==> config.mk <==
export PLATFORM = sky130hd
export DESIGN_NAME = integer_to_radix_digits
export DESIGN_NICKNAME = d
export VERILOG_FILES = /design/src/i2rd_pkg.sv /design/src/i2rd_front.sv /design/src/i2rd_queue.sv /design/src/i2rd_div.sv /design/src/i2rd_back.sv /design/src/integer_to_radix_digits.sv
export SDC_FILE = /design/constraint.sdc
export NUM_CORES = 1
export LEC_CHECK = 0
export BUFFER_PORTS_ARGS = -buffer_cell sky130_fd_sc_hd__clkbuf_2
export CORE_MARGIN = 2
export CORE_UTILIZATION = 60
export DETAILED_ROUTE_END_ITERATION = 6
export PLACE_DENSITY = 0.78
export SKIP_CTS_REPAIR_TIMING = 1
export SLEW_MARGIN = 20
export SYNTH_ARGS = -nofsm -noshare
export SYNTH_HDL_FRONTEND = slang
export SYNTH_SLANG_ARGS = --single-unit
==> constraint.sdc <==
create_clock -name clk_i -period 5.1 [get_ports clk_i]
set_input_delay 0.765 -clock clk_i [delete_from_list [all_inputs] [get_ports clk_i]]
set_output_delay 0.765 -clock clk_i [all_outputs]
set_load 0.02 [all_outputs]
==> src/i2rd_pkg.sv <==
// Types, constants and helpers of the integer to radix digits block.
// No dependencies.
package i2rd_pkg;

  localparam int unsigned VALUE_BITS      = 31;
  localparam int unsigned RADIX_BITS      = 6;
  localparam int unsigned CHAR_BITS       = 8;
  localparam int unsigned DIGIT_BITS      = 6;
  localparam int unsigned VALUE_WIDTH_DEF = 31;
  localparam int unsigned MAX_DIGITS_DEF  = 31;
  localparam int unsigned QUEUE_DEPTH     = 2;

  localparam logic [RADIX_BITS-1:0] RADIX_MIN    = 6'd2;
  localparam logic [RADIX_BITS-1:0] RADIX_MAX    = 6'd36;
  localparam logic [DIGIT_BITS-1:0] DEC_LIMIT    = 6'd10;
  localparam logic [CHAR_BITS-1:0]  CHAR_ZERO    = 8'd48;
  localparam logic [CHAR_BITS-1:0]  ALPHA_OFFSET = 8'd55;

  typedef struct packed {
    logic [VALUE_BITS-1:0] value;
    logic [RADIX_BITS-1:0] radix;
  } in_item_t;

  typedef struct packed {
    logic [CHAR_BITS-1:0] digit_char;
    logic                 last;
    logic                 bad_radix;
  } out_item_t;

  typedef enum logic [1:0] {
    KIND_BAD,
    KIND_ZERO,
    KIND_NUM
  } kind_e;

  typedef struct packed {
    kind_e    kind;
    in_item_t item;
  } job_t;

  typedef enum logic [1:0] {
    ST_IDLE,
    ST_DIV,
    ST_FETCH,
    ST_EMIT
  } state_e;

  function automatic logic [CHAR_BITS-1:0] to_ascii(logic [DIGIT_BITS-1:0] d);
    logic [CHAR_BITS-1:0] w;
    w = CHAR_BITS'(d);
    return (d < DEC_LIMIT) ? (w + CHAR_ZERO) : (w + ALPHA_OFFSET);
  endfunction

endpackage

==> src/i2rd_front.sv <==
// Front end: accepts input items and classifies them as bad radix, zero or number.
// Depends on i2rd_pkg.
module i2rd_front import i2rd_pkg::*; #(
  parameter int unsigned VALUE_WIDTH = VALUE_WIDTH_DEF
) (
  input  logic     in_valid_i,
  output logic     in_stall_o,
  input  in_item_t in_item_i,
  input  logic     queue_full_i,
  output logic     push_o,
  output job_t     job_o
);

  logic [VALUE_WIDTH-1:0] value_masked;
  logic                   radix_bad;

  assign value_masked = VALUE_WIDTH'(in_item_i.value);
  assign radix_bad    = (in_item_i.radix < RADIX_MIN) || (in_item_i.radix > RADIX_MAX);

  assign in_stall_o = queue_full_i;
  assign push_o     = in_valid_i && !queue_full_i;

  always_comb begin
    job_o.item = in_item_i;
    if (radix_bad) begin
      job_o.kind = KIND_BAD;
    end else if (value_masked == '0) begin
      job_o.kind = KIND_ZERO;
    end else begin
      job_o.kind = KIND_NUM;
    end
  end

endmodule

==> src/i2rd_queue.sv <==
// Short job queue between the front end and the back end.
// Depends on i2rd_pkg.
module i2rd_queue import i2rd_pkg::*; (
  input  logic clk_i,
  input  logic rst_ni,
  input  logic push_i,
  input  job_t job_i,
  input  logic pop_i,
  output logic full_o,
  output logic valid_o,
  output job_t job_o
);

  localparam int unsigned PW = (QUEUE_DEPTH > 1) ? $clog2(QUEUE_DEPTH) : 1;
  localparam int unsigned CW = $clog2(QUEUE_DEPTH + 1);

  job_t          mem [QUEUE_DEPTH];
  logic [PW-1:0] wr_ptr_q, wr_ptr_d;
  logic [PW-1:0] rd_ptr_q, rd_ptr_d;
  logic [CW-1:0] count_q, count_d;
  logic          do_push, do_pop;

  assign full_o  = (count_q == CW'(QUEUE_DEPTH));
  assign valid_o = (count_q != '0);
  assign job_o   = mem[rd_ptr_q];
  assign do_push = push_i && !full_o;
  assign do_pop  = pop_i && valid_o;

  always_comb begin
    wr_ptr_d = wr_ptr_q;
    rd_ptr_d = rd_ptr_q;
    count_d  = count_q;
    if (do_push) begin
      wr_ptr_d = (wr_ptr_q == PW'(QUEUE_DEPTH - 1)) ? '0 : wr_ptr_q + 1'b1;
    end
    if (do_pop) begin
      rd_ptr_d = (rd_ptr_q == PW'(QUEUE_DEPTH - 1)) ? '0 : rd_ptr_q + 1'b1;
    end
    if (do_push && !do_pop) begin
      count_d = count_q + 1'b1;
    end else if (do_pop && !do_push) begin
      count_d = count_q - 1'b1;
    end
  end

  always_ff @(posedge clk_i or negedge rst_ni) begin
    if (!rst_ni) begin
      wr_ptr_q <= '0;
      rd_ptr_q <= '0;
      count_q  <= '0;
    end else begin
      wr_ptr_q <= wr_ptr_d;
      rd_ptr_q <= rd_ptr_d;
      count_q  <= count_d;
    end
  end

  always_ff @(posedge clk_i) begin
    if (do_push) begin
      mem[wr_ptr_q] <= job_i;
    end
  end

endmodule

==> src/i2rd_div.sv <==
// Restoring divider by the radix, one quotient bit per cycle.
// Depends on i2rd_pkg.
module i2rd_div import i2rd_pkg::*; #(
  parameter int unsigned VALUE_WIDTH = VALUE_WIDTH_DEF
) (
  input  logic                   clk_i,
  input  logic                   rst_ni,
  input  logic                   start_i,
  input  logic [VALUE_WIDTH-1:0] dividend_i,
  input  logic [RADIX_BITS-1:0]  divisor_i,
  output logic                   done_o,
  output logic [VALUE_WIDTH-1:0] quotient_o,
  output logic [DIGIT_BITS-1:0]  remainder_o
);

  localparam int unsigned CW = $clog2(VALUE_WIDTH);

  logic                   busy_q;
  logic                   done_q;
  logic [CW-1:0]          cnt_q;
  logic [VALUE_WIDTH-1:0] quo_q;
  logic [DIGIT_BITS-1:0]  rem_q;
  logic [RADIX_BITS-1:0]  dvs_q;
  logic [DIGIT_BITS:0]    trial;
  logic [DIGIT_BITS:0]    diff;
  logic                   fits;

  assign trial = {rem_q, quo_q[VALUE_WIDTH-1]};
  assign fits  = (trial >= {1'b0, dvs_q});
  assign diff  = trial - {1'b0, dvs_q};

  assign done_o      = done_q;
  assign quotient_o  = quo_q;
  assign remainder_o = rem_q;

  always_ff @(posedge clk_i or negedge rst_ni) begin
    if (!rst_ni) begin
      busy_q <= 1'b0;
      done_q <= 1'b0;
      cnt_q  <= '0;
    end else if (start_i) begin
      busy_q <= 1'b1;
      done_q <= 1'b0;
      cnt_q  <= CW'(VALUE_WIDTH - 1);
    end else if (busy_q) begin
      if (cnt_q == '0) begin
        busy_q <= 1'b0;
        done_q <= 1'b1;
      end else begin
        cnt_q <= cnt_q - 1'b1;
      end
    end else begin
      done_q <= 1'b0;
    end
  end

  always_ff @(posedge clk_i) begin
    if (start_i) begin
      quo_q <= dividend_i;
      rem_q <= '0;
      dvs_q <= divisor_i;
    end else if (busy_q) begin
      quo_q <= {quo_q[VALUE_WIDTH-2:0], fits};
      rem_q <= fits ? diff[DIGIT_BITS-1:0] : trial[DIGIT_BITS-1:0];
    end
  end

endmodule

==> src/i2rd_back.sv <==
// Back end: passes zero and bad-radix items straight out; for numbers it divides repeatedly,
// keeps the digits and emits them most significant first. Depends on i2rd_pkg and i2rd_div.
module i2rd_back import i2rd_pkg::*; #(
  parameter int unsigned VALUE_WIDTH = VALUE_WIDTH_DEF,
  parameter int unsigned MAX_DIGITS  = MAX_DIGITS_DEF
) (
  input  logic      clk_i,
  input  logic      rst_ni,
  input  logic      job_valid_i,
  input  job_t      job_i,
  output logic      job_pop_o,
  output logic      out_valid_o,
  input  logic      out_stall_i,
  output out_item_t out_item_o
);

  localparam int unsigned CNTW = $clog2(MAX_DIGITS + 1);
  localparam int unsigned AW   = $clog2(MAX_DIGITS);

  state_e                 state_q, state_d;
  logic [CNTW-1:0]        cnt_q, cnt_d;
  logic [RADIX_BITS-1:0]  radix_q;
  logic [DIGIT_BITS-1:0]  store [MAX_DIGITS];
  logic [DIGIT_BITS-1:0]  rd_q;
  logic                   wr_en;
  logic                   out_valid_q, out_valid_d;
  out_item_t              out_q, out_d;
  logic                   out_free;
  logic                   div_start;
  logic [VALUE_WIDTH-1:0] div_dividend;
  logic [RADIX_BITS-1:0]  div_divisor;
  logic                   div_done;
  logic [VALUE_WIDTH-1:0] div_quotient;
  logic [DIGIT_BITS-1:0]  div_rem;

  i2rd_div #(
    .VALUE_WIDTH(VALUE_WIDTH)
  ) u_div (
    .clk_i      (clk_i),
    .rst_ni     (rst_ni),
    .start_i    (div_start),
    .dividend_i (div_dividend),
    .divisor_i  (div_divisor),
    .done_o     (div_done),
    .quotient_o (div_quotient),
    .remainder_o(div_rem)
  );

  assign out_free    = !out_valid_q || !out_stall_i;
  assign out_valid_o = out_valid_q;
  assign out_item_o  = out_q;
  assign div_divisor = (state_q == ST_IDLE) ? job_i.item.radix : radix_q;

  always_comb begin
    state_d      = state_q;
    cnt_d        = cnt_q;
    job_pop_o    = 1'b0;
    div_start    = 1'b0;
    div_dividend = VALUE_WIDTH'(job_i.item.value);
    wr_en        = 1'b0;
    out_valid_d  = out_valid_q && out_stall_i;
    out_d        = out_q;
    unique case (state_q)
      ST_IDLE: begin
        if (job_valid_i) begin
          unique case (job_i.kind)
            KIND_BAD: begin
              if (out_free) begin
                job_pop_o        = 1'b1;
                out_valid_d      = 1'b1;
                out_d.digit_char = '0;
                out_d.last       = 1'b1;
                out_d.bad_radix  = 1'b1;
              end
            end
            KIND_ZERO: begin
              if (out_free) begin
                job_pop_o        = 1'b1;
                out_valid_d      = 1'b1;
                out_d.digit_char = CHAR_ZERO;
                out_d.last       = 1'b1;
                out_d.bad_radix  = 1'b0;
              end
            end
            KIND_NUM: begin
              job_pop_o = 1'b1;
              div_start = 1'b1;
              cnt_d     = '0;
              state_d   = ST_DIV;
            end
            default: begin
            end
          endcase
        end
      end
      ST_DIV: begin
        if (div_done) begin
          if (cnt_q < CNTW'(MAX_DIGITS)) begin
            wr_en = 1'b1;
            cnt_d = cnt_q + 1'b1;
          end
          if (div_quotient == '0) begin
            state_d = ST_FETCH;
          end else begin
            div_start    = 1'b1;
            div_dividend = div_quotient;
          end
        end
      end
      ST_FETCH: begin
        state_d = ST_EMIT;
      end
      ST_EMIT: begin
        if (out_free) begin
          out_valid_d      = 1'b1;
          out_d.digit_char = to_ascii(rd_q);
          out_d.last       = (cnt_q == CNTW'(1));
          out_d.bad_radix  = 1'b0;
          cnt_d            = cnt_q - 1'b1;
          state_d          = (cnt_q == CNTW'(1)) ? ST_IDLE : ST_FETCH;
        end
      end
    endcase
  end

  always_ff @(posedge clk_i or negedge rst_ni) begin
    if (!rst_ni) begin
      state_q     <= ST_IDLE;
      cnt_q       <= '0;
      out_valid_q <= 1'b0;
    end else begin
      state_q     <= state_d;
      cnt_q       <= cnt_d;
      out_valid_q <= out_valid_d;
    end
  end

  always_ff @(posedge clk_i) begin
    out_q <= out_d;
    if (state_q == ST_IDLE && job_pop_o) begin
      radix_q <= job_i.item.radix;
    end
  end

  always_ff @(posedge clk_i) begin
    if (wr_en) begin
      store[AW'(cnt_q)] <= div_rem;
    end
    rd_q <= store[AW'(cnt_q - 1'b1)];
  end

endmodule

==> src/integer_to_radix_digits.sv <==
// Top level of the integer to radix digits converter.
// Depends on i2rd_pkg, i2rd_front, i2rd_queue and i2rd_back.
//
//   channel | direction | handshake               | payload
//   in      | input     | in_valid_i/in_stall_o   | in_item_t  (value, radix)
//   out     | output    | out_valid_o/out_stall_i | out_item_t (digit_char, last, bad_radix)
//
// The time per number is set by the radix divider, one quotient bit per cycle, which runs
// once per digit, and then by the fetch and emit of each character.
// Zero and bad-radix items skip the divider and are emitted directly once the output is free.
// The two-entry job queue takes new items, until it is full, while the back end works or the output stalls.
// Reset clears the queue, the sequencer and the output valid; the digit store is not cleared.
module integer_to_radix_digits import i2rd_pkg::*; #(
  parameter int unsigned VALUE_WIDTH = VALUE_WIDTH_DEF,
  parameter int unsigned MAX_DIGITS  = MAX_DIGITS_DEF
) (
  input  logic      clk_i,
  input  logic      rst_ni,
  input  logic      in_valid_i,
  output logic      in_stall_o,
  input  in_item_t  in_item_i,
  output logic      out_valid_o,
  input  logic      out_stall_i,
  output out_item_t out_item_o
);

  logic push;
  job_t push_job;
  logic queue_full;
  logic queue_valid;
  job_t queue_job;
  logic pop;

  i2rd_front #(
    .VALUE_WIDTH(VALUE_WIDTH)
  ) u_front (
    .in_valid_i  (in_valid_i),
    .in_stall_o  (in_stall_o),
    .in_item_i   (in_item_i),
    .queue_full_i(queue_full),
    .push_o      (push),
    .job_o       (push_job)
  );

  i2rd_queue u_queue (
    .clk_i  (clk_i),
    .rst_ni (rst_ni),
    .push_i (push),
    .job_i  (push_job),
    .pop_i  (pop),
    .full_o (queue_full),
    .valid_o(queue_valid),
    .job_o  (queue_job)
  );

  i2rd_back #(
    .VALUE_WIDTH(VALUE_WIDTH),
    .MAX_DIGITS (MAX_DIGITS)
  ) u_back (
    .clk_i      (clk_i),
    .rst_ni     (rst_ni),
    .job_valid_i(queue_valid),
    .job_i      (queue_job),
    .job_pop_o  (pop),
    .out_valid_o(out_valid_o),
    .out_stall_i(out_stall_i),
    .out_item_o (out_item_o)
  );

endmodule

[Yosys cells after proc, flatten, opt, wreduce, memory -nomap -nowiden]
Memories as Yosys holds them, arrays and structs flattened. A register that Yosys moved wholly into a read port is not among the register bits.
Index checks and enable logic that the tools add are counted.
Cells by class
  add/subtract/negate cells: 10
  $lt $le $gt $ge: 5
  equality and inequality tests: 19
  mux-type cells: 62
  reduce and logical (&&, ||, !) cells: 30
Operators by type and width (number)
  $mux W31: 5
  $logic_not A31 Y1: 2
  $mux W10: 4
  $mux W5: 8
  $pmux W10 S2: 2
  $mux W1: 25
  $mux W2: 10
  $pmux W5 S3: 1
  $add A6 B6 Y7 const B: 2
  $mux W6: 2
  $reduce_and A6 Y1: 2
  $sub A5 B1 Y5 const B: 2
  $eq A2 B2 Y1 const B: 4
  $mux W8: 1
  $ne A2 B1 Y1 const B: 4
  $pmux W2 S4: 1
  $reduce_bool A2 Y1: 4
  $ge A7 B6 Y1: 1
  $logic_and A1 B1 Y1: 7
  $gt A6 B6 Y1 const B: 1
  $lt A6 B2 Y1 const B: 1
  $lt A6 B4 Y1 const B: 1
  $ne A2 B2 Y1 const B: 3
  $ne A3 B2 Y1 const B: 2
  20 further kinds: 31
Storage, ports and cells
  register bits after elaboration: 78
  memory bits (writable): 264
  input port bits: 41
  output and inout port bits: 12
  word-level logic and storage cells: 144
  memories kept: 2
Memories
  u_back.store: depth 31, width 6, read ports 1, clocked after Yosys merged registers in 1, wr ports 1, RTL line i2rd_back.sv:23  | logic [DIGIT_BITS-1:0] store [MAX_DIGITS];
  u_queue.mem: depth 2, width 39, read ports 1, clocked after Yosys merged registers in 0, wr ports 1, RTL line i2rd_queue.sv:17  | job_t mem [QUEUE_DEPTH];

[Longest topological paths before layout]
Gate-level depths: netlist of run 1.
  depth in word-level cells: 10
  depth in mapped cells: 13
  depth with buffers taken out: 9

[By module]
From an unflattened synthesis of run 1, not the netlist that was laid out.
Unflattened totals
  cell total of the unflattened synthesis: 966
  area total of the unflattened synthesis: 15394.8 um^2
By module, submodules not included
  i2rd_back: times used 1, cells each 592, area each 9577.9 um^2, sequential area each 6356.1 um^2
  i2rd_queue: times used 1, cells each 140, area each 3026.7 um^2, sequential area each 2442.3 um^2
  i2rd_div: times used 1, cells each 177, area each 2389.8 um^2, sequential area each 1406.3 um^2
  i2rd_front: times used 1, cells each 57, area each 400.4 um^2, sequential area each 0.0 um^2

[Worst setup path after synthesis of run 1]
OpenSTA, ideal clock, no wires.
  kind: flip-flop to flip-flop
  start point: reg u_back.state_q[0]
  end point: reg u_back.u_div.quo_q[0] (netlist: u_back.u_div.quotient_o[0]), enable pin
  setup time: 0.467 ns
  arrival: 3.597 ns
  data required time: 4.633 ns
  setup slack: 1.036 ns
  stages on the path, launching flop included: 7
  buffers on the path: 1
  period minus slack after synthesis: 4.064 ns
  path through: dfrtp_1 -> inv_1 -> ha_1 -> o21ai_0 -> or2_2 -> clkbuf_1 -> a21boi_0
Between the ends
  longest elaborated chain between the ends: 4
  elaborated cells on any way between the ends: 6
  those cells by class: 2 x eq/ne; 1 x mux; 3 x reduce/logical
Ends and longest elaborated chain
  start, declared: RTL line i2rd_back.sv:20  | state_e state_q, state_d;
  start signal, assigned: RTL line i2rd_back.sv:132  | state_q <= state_d;
  $eq A2 B1 Y1 or $logic_not A2 Y1 (tied branches): RTL line i2rd_back.sv:63  | unique case (state_q)
  $pmux W1 S2: RTL line i2rd_back.sv:63
  $ne A4 B4 Y1 (no line) or $reduce_bool A2 Y1 (tied branches)
  $reduce_and A2 Y1 (no line) (*)
  end signal, assigned: RTL line i2rd_div.sv:59  | quo_q <= dividend_i;
  end signal, assigned: RTL line i2rd_div.sv:63  | quo_q <= {quo_q[VALUE_WIDTH-2:0], fits};
  end, declared: RTL line i2rd_div.sv:21  | logic [VALUE_WIDTH-1:0] quo_q;
Every way passes the cells marked *; elsewhere a longest branch is shown, timed or not.
A chain may end at the register's enable or synchronous reset.

[Worst setup path after layout of run 1]
  start point: reg u_queue.rd_ptr_q
  end point: reg u_back.u_div.quo_q[23] (netlist: u_back.u_div.quotient_o[23]), data pin
Between the ends
  longest elaborated chain between the ends: 6
  elaborated cells on any way between the ends: 9
  those cells by class: 1 x eq/ne; 7 x mux; 1 x memory
Ends and longest elaborated chain
  start, declared: RTL line i2rd_queue.sv:19  | logic [PW-1:0] rd_ptr_q, rd_ptr_d;
  start signal, assigned: RTL line i2rd_queue.sv:53  | rd_ptr_q <= rd_ptr_d;
  $mem_v2 Z2 W39 (*)
  $eq A2 B2 Y1: RTL line i2rd_back.sv:66  | unique case (job_i.kind)
  $mux W1: RTL line i2rd_back.sv:66
  $mux W1: RTL line i2rd_back.sv:65  | if (job_valid_i) begin
  $pmux W1 S2: RTL line i2rd_back.sv:63
  $mux W31 (*): RTL line i2rd_div.sv:58  | if (start_i) begin
Every way passes the cells marked *; elsewhere a longest branch is shown, timed or not. The select of a mux whose other input is x is not followed.

==> results by group, run 1 <==
Cells and area
  • Area grow syn2layout: 11.3%
  • Final Instance Count excl. Fillers: 1270
  • Most frequent cells in the layout: edfxtp_1, mux2_2, nor2_1
  • N_diodes: 0
  • Finished Core Util: 68.6%
  • Layout cells sized above 1: 26.4%
  • Nets@finish: 987
  • Most common cell after layout, fill and taps aside: edfxtp_1

Timing
  • Worst-Margin Slew: 1.08 ns
  • Slew HR: 28.2%
  • Setup TNS: 0 ns
  • Clk_skew: 0.0210 ns
  • Final hold vios: 0
  • Unrepaired setup endpoints after global routing: false
  • Final setup vio count: 0
  • Period utilisation layout: 63.8%
  • Slew Viols, Final: 0
  • Fmax: 0.307 GHz
  • Final Hold Slack: 0.224 ns
  • Min cycle time layout: 3.25 ns

Critical path
  • Worst Path Class, Setup: reg2reg
  • CP Capture Type: register
  • Critical Path AT: 3.52 ns
  • Worst-path fanout max: 43
  • CP startpoint kind: register
  • Required @ worst endpoint: 5.36 ns

Detailed routing
  • Initial DRT Pass Iterations: 5
  • Routed WL per cell: 21.9 um
  • Avg Vias per Cell: 6.09
  • Final antenna-violating net count: 0
  • DR vias: 7731
  • Number of remaining DRC errors: 0
  • WL final: 27800 um
  • Initial DRC Count: 884

Placement
  • RD Place Congestion: 0.822
  • Port Buffers: 51
  • Placed instance count: 1206
  • Detailed Place HPWL: 17200 um

Logic synthesis
  • Top cell type's share of synthesized area: 65.2%
  • Post-synth cell types: 62
  • Sequential area share after synthesis: 70.1%
  • Syn Nets: 929
  • Post-Syn Area per Cell: 16.8 um2
  • Post-synth EDFFs: 316
  • Mapped Area: 14600 um2
  • FFs w/ async S/R, synth: 5.48%
  • Register bit total from synthesis: 347
  • Synth top area cells: edfxtp_1, mux4_2, mux2_2
  • Post-Syn Instances: 866
  • Yosys warning count: 0
  • Main synth FF type: edfxtp_1
  • Largest area contributor in the netlist: edfxtp_1

Clocking
  • CTS tree: built
  • Clk buf depth: 3
  • H-tree levels: 2
  • Root Driver: clkbuf_16
  • TritonCTS buffer count: 35
  • TritonCTS Sinks: 347
  • Worst skew pair latency: 0.52 ns
  • Worst-path clk slew: 0.06 ns

Floorplanning
  • Core ar.: 23600 um2
  • Initial core utilization: 61.6%
  • Rows: 56
  • Die Area: 25500 um2
  • Die Y: 160 um
  • Die W: 160 um
  • Top-level port count: 53

Outcome
  • Outcome: complete, no violations

Global routing
  • Vias in the first global route: 7673
  • Residual overflow from global routing: 0
  • Antenna violations before repair: 0
  • First-pass GRT wire length: 43700 um
  • Largest net degree at the start of global routing: 44
  • Global router's overall resource usage: 22.0%

Pwr
  • Total power: 10200 uW
  • Leakage power: 0.00555 uW
  • Maximum vdd drop: 365 uV
  • PwrDens: 631 nW/um2

Run
  • Max_cap viols: 0

Hold path
  • Type of the worst min-delay path: in2async
registers in the layout, indices dropped and copies added, names as in the netlist, 2 cells and up:
register,cells
u_back.cnt_q,5
u_back.u_div.remainder_o,6
u_back.u_div.cnt_q,5
u_back.rd_q,6
u_back.store,186
u_back.radix_q,6
u_back.out_item_o,9
u_queue.mem,78
u_back.u_div.quotient_o,31
u_back.state_q,2
u_back.u_div.dvs_q,6
u_queue.count_q,2
power breakdown:
part | switching [uW] | internal (uW)
Combinational | 1790 | 1470
Clock | 1040 | 1450
Sequential | 494 | 3980
Total | 3320 | 6900
metal layers:
metal,global-route usage [%],vias up,routed length (um)
met3,4.23,48,1830
met4,5.21,0,489
met1,32.3,3898,12300
met5,0,-,0
li1,-,3508,-
met2,34.8,277,13200
area by class of cell:
class,count,area [um2]
Clock buffer,43,927
Clock inverter,21,181
Multi-Input combinational cell,454,4070
Fill cell,1520,7410
Timing Repair Buffer,59,315
Inverter,27,101
Sequential cell,347,10200
Tap cell,319,399
cell families after synthesis:
kind of cell | count (synthesis) | synth area share [%]
fa+ha+maj | 22 | 1.94
flops | 347 | 70.1
buf+inv | 65 | 2.13
simple gates | 181 | 6.08
other cells | 1 | 0.0258
xor+xnor | 18 | 1.08
mux | 146 | 14.5
compound gates | 86 | 4.09
worst max-delay path, cell delays in order (launching register included):
cell,delay (ns)
dfrtp_2,1.06
nand3b_1,0.20
o31a_1,0.16
or2_2,0.39
nand2_2,0.71
mux2_2,0.44
stage by stage:
stage	setup WS, ns	instance area (um2)
6_report	1.85	16200
5_1_grt	1.65	16200
4_1_cts	1.86	16200
3_5_place_dp	1.88	15100
3_3_place_gp	1.93	15100
2_1_floorplan	1.04	14600
path summary, 6_finish.rpt:
| path | startpoint | to | slack (ns) | cells past startpoint |
|---|---|---|---|---|
| min | rst_ni | u_back.out_valid_o | 0.22 | 1 |
| min reg2reg | u_queue.wr_ptr_q | u_queue.wr_ptr_q | 0.55 | 1 |
| max | u_queue.rd_ptr_q | u_back.u_div.quotient_o[23] | 1.85 | 5 |
| min in group clk_i | in_item_i[26] | u_queue.mem[1][26] | 0.45 | 1 |
| max reg2reg | u_queue.rd_ptr_q | u_back.u_div.quotient_o[23] | 1.85 | 5 |
| max in group asynchronous | rst_ni | u_back.cnt_q[0] | 4.45 | 1 |
synthesized netlist by cell type (all sizes together) (14+ instances only):
master / instances
inv: 25
dfrtp: 19
clkbuf: 21
mux2: 87
mux4: 42
buf: 17
edfxtp: 316
o21ai: 15
nand3: 14
nor4: 24
nor2: 63
mux2i: 17
a21oi: 22
nand2: 35
ha: 21
No activity file was read; power rests on OpenSTA's default activity.
==> run 2, diff against run 1 <==
- clock period: 5.1 -> 3.3 ns (I/O delays scaled with it)
==> run 2 against run 1 <==
Final cell count grew 1.0%. Register-to-register slack worse by 1.4 ns. Via count is 0.89% higher. Clock power up 59%. Highest routed layer unchanged. Combinational power increased by 68%. Cell area is 0.82% higher. Non-clock buffer count is 13 higher. First-iteration DRC count fell by 6.9%. Sequential share of layout area is 0.53 points lower. Maximum frequency grew 14%. Sequential cell count stayed put.
==> results by group, run 2 (synthesis gave the netlist of run 1 again) <==
Outcome
  • Outcome: complete, no violations

Global routing
  • Residual overflow from global routing: 0
  • Global router's overall resource usage: 21.8%
  • First-pass GRT wire length: 43100 um
  • Antenna violations before repair: 0
  • Vias in the first global route: 7962
  • Largest net degree at the start of global routing: 45

Timing
  • Final worst slack: 0.454 ns
  • Slew HR: 33.9%
  • Final Hold Slack: 0.182 ns
  • Fmax: 0.351 GHz
  • Final setup vio count: 0
  • Min cycle time layout: 2.85 ns
  • Unrepaired setup endpoints after global routing: false
  • Clk_skew: 0.0139 ns
  • Period utilisation layout: 86.3%
  • Slew Viols, Final: 0
  • Setup TNS: 0 ns
  • Final hold vios: 0
  • Worst-Margin Slew: 0.992 ns

Clocking
  • TritonCTS buffer count: 36
  • Clk buf depth: 3
  • CTS tree: built
  • Worst skew pair latency: 0.52 ns
  • TritonCTS Sinks: 347
  • H-tree levels: 2
  • Root Driver: clkbuf_16
  • Worst-path clk slew: 0.06 ns

Cells and area
  • Reg area: 10200 um2
  • Fillers: 1522
  • N_diodes: 0
  • Most common cell after layout, fill and taps aside: edfxtp_1
  • Design area: 16300 um2
  • Final Instance Count excl. Fillers: 1283
  • Area grow syn2layout: 12.3%
  • Layout cells sized above 1: 27.2%
  • Most flops, register: u_back.store
  • Nets@finish: 1001
  • Area of the multi-input gates: 4060 um2
  • Most frequent cells in the layout: edfxtp_1, mux2_2, nor2_1
  • Largest register FFs: 186

Detailed routing
  • DR vias: 7800
  • WL final: 27600 um
  • Routed WL per cell: 21.5 um
  • Initial DRT Pass Iterations: 5
  • Number of remaining DRC errors: 0
  • Avg Vias per Cell: 6.08
  • Final antenna-violating net count: 0
  • Initial DRC Count: 823

Pwr
  • PwrDens: 980 nW/um2
  • Internal: 10800 uW
  • Leakage power: 0.00563 uW
  • Comb pwr share: 34.2%
  • Clock Power Share: 24.7%
  • Switch share: 32.3%
  • Maximum vdd drop: 590 uV
  • Sequential Power Share: 41.1%
  • Net Sw Power: 5180 uW

Critical path
  • Critical Path AT: 3.25 ns
  • Worst Path Class, Setup: reg2reg
  • Required @ worst endpoint: 3.71 ns
  • Worst-path fanout max: 25
  • CP startpoint kind: register
  • CP Capture Type: register

Placement
  • Detailed Place HPWL: 17300 um
  • Port Buffers: 51
  • Post-Place Cell Area: 15200 um2
  • RD Place Congestion: 0.824
  • Placed instance count: 1218
  • Dpl ws: 0.630 ns

Run
  • Max_cap viols: 0

Floorplanning
  • Die Y: 160 um
  • Rows: 56
  • Top-level port count: 53
  • Die W: 160 um
  • Die Area: 25500 um2
  • Core ar.: 23600 um2
  • Initial core utilization: 61.6%

Hold path
  • Type of the worst min-delay path: in2reg
run 2: area by class of cell:
type                            count  share of cell area, %
Sequential cell                   347                   62.5
Multi-Input combinational cell    454                   24.8
Clock buffer                       48                   6.04
Timing Repair Buffer               72                   2.54
Tap cell                          319                   2.44
Clock inverter                     16                   1.03
Inverter                           27                  0.620
run 2: power groups by stage:
stage	clock network [uW]	logic [uW]	registers [uW]
floorplan	0	3910	6740
global route	4180	5950	6660
finish	3960	5480	6580
CTS	4020	5490	6580
detailed placement	0	5420	6660
global placement	0	5290	6630
run 2: final timing paths:
check | startpoint | endpoint | slack, ns | cells after the start
min reg2reg | u_queue.wr_ptr_q | u_queue.wr_ptr_q | 0.55 | 1
max reg2reg | u_back.cnt_q[0] | u_back.rd_q[0] | 0.45 | 6
min | in_item_i[14] | u_queue.mem[1][14] | 0.18 | 1
max in group asynchronous | rst_ni | u_back.cnt_q[0] | 2.42 | 2
max | u_back.cnt_q[0] | u_back.rd_q[0] | 0.45 | 6
min in group asynchronous | rst_ni | u_back.out_valid_o | 0.48 | 2
run 2: routing by layer:
layer / up-vias / track usage (%) / wire, um
li1: 3539 / - / -
met1: 3935 / 31.0 / 12000
met2: 273 / 34.7 / 13300
met3: 53 / 3.84 / 1700
met4: 0 / 7.27 / 623
met5: - / 0 / 0
run 2: metrics by stage:
step / power (uW) / util (%)
floorplan: 10600 / -
global placement: 11900 / 64.3
detailed placement: 12100 / 64.3
CTS: 16100 / 69.2
global route: 16800 / 69.2
finish: 16000 / 69.2
run 2: worst max-delay path: stages (launching register included):
cell      delay, ns
dfrtp_4        0.48
buf_4          0.24
o31ai_1        0.81
nand2_4        0.46
mux2_2         0.38
o22ai_1        0.08
a211oi_1       0.27
==> run 3, diff against run 2 <==
- PLACE_DENSITY: 0.78 -> 0.77
- SYNTH_HIERARCHICAL: unset -> 1
==> run 3 against run 2 <==
Power increased by 3.4%. Synthesized cell count increased by 12%. Clock-buffer cell count decreased by 2. Register-to-register slack got worse by 0.03 ns. Clock skew increased by 0.0032 ns. Area after synthesis increased by 5.8%. Global-route usage increased by 0.93 points. Sequential share of layout area decreased by 2.7 points. Core utilization decreased by 1.4 points. Final cell count increased by 6.4%. Combinational power increased by 4.0%. Non-clock buffer count increased by 14. Highest routed layer unchanged.
==> results by group, run 3 <==
Outcome
  • Outcome: complete, no violations

Logic synthesis
  • Post-synth EDFFs: 316
  • Most common cell in the netlist: edfxtp_1
  • Post-Syn Area per Cell: 15.9 um2
  • Post-Syn Instances: 966
  • Sequential area share after synthesis: 66.3%
  • Post-synth top cells: edfxtp_1, mux2_2, nor2_1, nand2_1, buf_4
  • Main synth FF type: edfxtp_1
  • Syn Nets: 1029
  • FFs w/ async S/R, synth: 5.48%
  • Synth top area cells: edfxtp_1, mux2_2, mux4_2
  • Top cell type's share of synthesized area: 61.6%
  • Largest area contributor in the netlist: edfxtp_1
  • Yosys warning count: 6
  • Register bit total from synthesis: 347
  • Post-synth cell types: 62
  • Mapped Area: 15400 um2

Detailed routing
  • Number of remaining DRC errors: 0
  • DR vias: 8263
  • WL final: 29300 um
  • Initial DRT Pass Iterations: 5
  • Initial DRC Count: 723
  • Routed WL per cell: 21.4 um
  • Final antenna-violating net count: 0
  • Avg Vias per Cell: 6.05

Critical path
  • CP startpoint kind: register
  • Worst-path fanout max: 53
  • Critical Path AT: 3.01 ns
  • CP Capture Type: register
  • Required @ worst endpoint: 3.44 ns
  • Worst Path Class, Setup: reg2reg

Timing
  • Setup TNS: 0 ns
  • Slew HR: 37.3%
  • Period utilisation layout: 87.0%
  • Clk_skew: 0.0170 ns
  • Final hold vios: 0
  • Unrepaired setup endpoints after global routing: false
  • Fmax: 0.348 GHz
  • Min cycle time layout: 2.87 ns
  • Final setup vio count: 0
  • Worst-Margin Slew: 0.933 ns
  • Slew Viols, Final: 0

Pwr
  • Internal: 11200 uW
  • Total power: 16600 uW
  • Sequential Power Share: 40.4%
  • Switch share: 32.6%
  • PwrDens: 970 nW/um2
  • Maximum vdd drop: 609 uV
  • Comb pwr share: 34.4%
  • Clock Power Share: 25.2%
  • Net Sw Power: 5390 uW
  • Leakage power: 0.00596 uW

Global routing
  • Antenna violations before repair: 0
  • Residual overflow from global routing: 0
  • Largest net degree at the start of global routing: 54
  • Global router's overall resource usage: 22.7%
  • First-pass GRT wire length: 46700 um
  • Vias in the first global route: 8389

Floorplanning
  • Initial core utilization: 61.1%
  • Rows: 58
  • Top-level port count: 53
  • Die W: 164 um
  • Die Area: 27000 um2
  • Die Y: 164 um
  • Core ar.: 25200 um2

Placement
  • RD Place Congestion: 0.856
  • Detailed Place HPWL: 19100 um
  • Port Buffers: 51

Cells and area
  • Area grow syn2layout: 10.8%
  • Most frequent cells in the layout: edfxtp_1, mux2_2, nor2_1
  • N_diodes: 0
  • Largest register FFs: 186
  • Most common cell after layout, fill and taps aside: edfxtp_1
  • Nets@finish: 1070
  • Most flops, register: u_back/store
  • Layout cells sized above 1: 28.8%

Clocking
  • Worst-path clk slew: 0.06 ns
  • Clk buf depth: 3
  • CTS tree: built
  • TritonCTS buffer count: 36
  • Worst skew pair latency: 0.53 ns
  • TritonCTS Sinks: 347
  • Root Driver: clkbuf_16
  • H-tree levels: 2

Run
  • Max_cap viols: 0

Hold path
  • Type of the worst min-delay path: in2reg
==> run 3: cell types whose count changed after synthesis, moves of 7 or more <==
cell	change
buf_4	+37
buf_6	+7
mux2_2	+26
mux4_1	+10
mux4_2	-10
nand2_1	+16
nand2b_1	+10
nor2_1	-10
nor3_1	+10
nor4_1	-10
==> run 3: per-layer routing <==
layer,up-vias,track usage (%),share of wire (%)
li1,3763,-,-
met5,-,0,0
met3,48,3.56,5.5
met4,0,7.62,2.6
met2,280,38.5,51
met1,4172,30.3,41
==> run 3: critical path, stage by stage, from the launching register on <==
cell and delay (ns):
dfrtp_2 0.38, buf_4 0.69, ha_1 0.39, nand4_1 0.22, nor3_1 0.80
==> run 3: worst paths after layout <==
path / from / endpoint / slack, ns / cells past startpoint
setup reg to reg: u_back/cnt_q[0] / u_back/store[19][5] / 0.43 / 4
min in group asynchronous: rst_ni / u_queue/count_q[0] / 0.48 / 2
setup / recovery: u_back/cnt_q[0] / u_back/store[19][5] / 0.43 / 4
hold / removal: in_item_i[8] / u_queue/mem[0][8] / 0.18 / 1
hold reg to reg: u_back/u_div/cnt_q[4] / u_back/u_div/cnt_q[4] / 0.48 / 1
max in group asynchronous: rst_ni / u_back/cnt_q[0] / 2.45 / 2
==> run 3: layout make-up <==
type                            instances  area, um2
Inverter                               29        109
Timing Repair Buffer                   86        546
Clock buffer                           46        978
Sequential cell                       347      10200
Tap cell                              330        413
Fill cell                            1628       8120
Clock inverter                         20        267
Multi-Input combinational cell        507       4540
==> run 3: power groups by stage <==
| stage | clock network (uW) | registers (uW) | logic (uW) |
|---|---|---|---|
| final | 4170 | 6690 | 5700 |
| after global routing | 4450 | 6770 | 6220 |
| after CTS | 4250 | 6680 | 5720 |
| after detailed placement | 0 | 6770 | 5680 |
| after global placement | 0 | 6730 | 5510 |
| after floorplan | 0 | 6780 | 4160 |
==> run 3: through the flow <==
step	hold WS [ns]	worst slack, ns	instances	instance area [um2]	utilization (%)
after floorplan	0.199	0.0680	966	15400	-
after global placement	0.464	0.421	1298	15800	62.8
after detailed placement	0.467	0.414	1298	15800	62.8
after CTS	-0.0560	0.356	1364	17100	67.7
after global routing	0.166	0.195	1365	17100	67.8
final	0.181	0.428	1365	17100	67.8
==> run 3: kinds of logic after synthesis <==
logic type	after synthesis	share of synthesized area, %
buffers and inverters	112	4.41
muxes	169	15.6
DFF	347	66.3
xor gates and xnor gates	20	1.26
adders and majority gates	22	1.84
other	1	0.0244
and+or+nand+nor	212	6.91
AOI/OAI and AO/OA	83	3.71
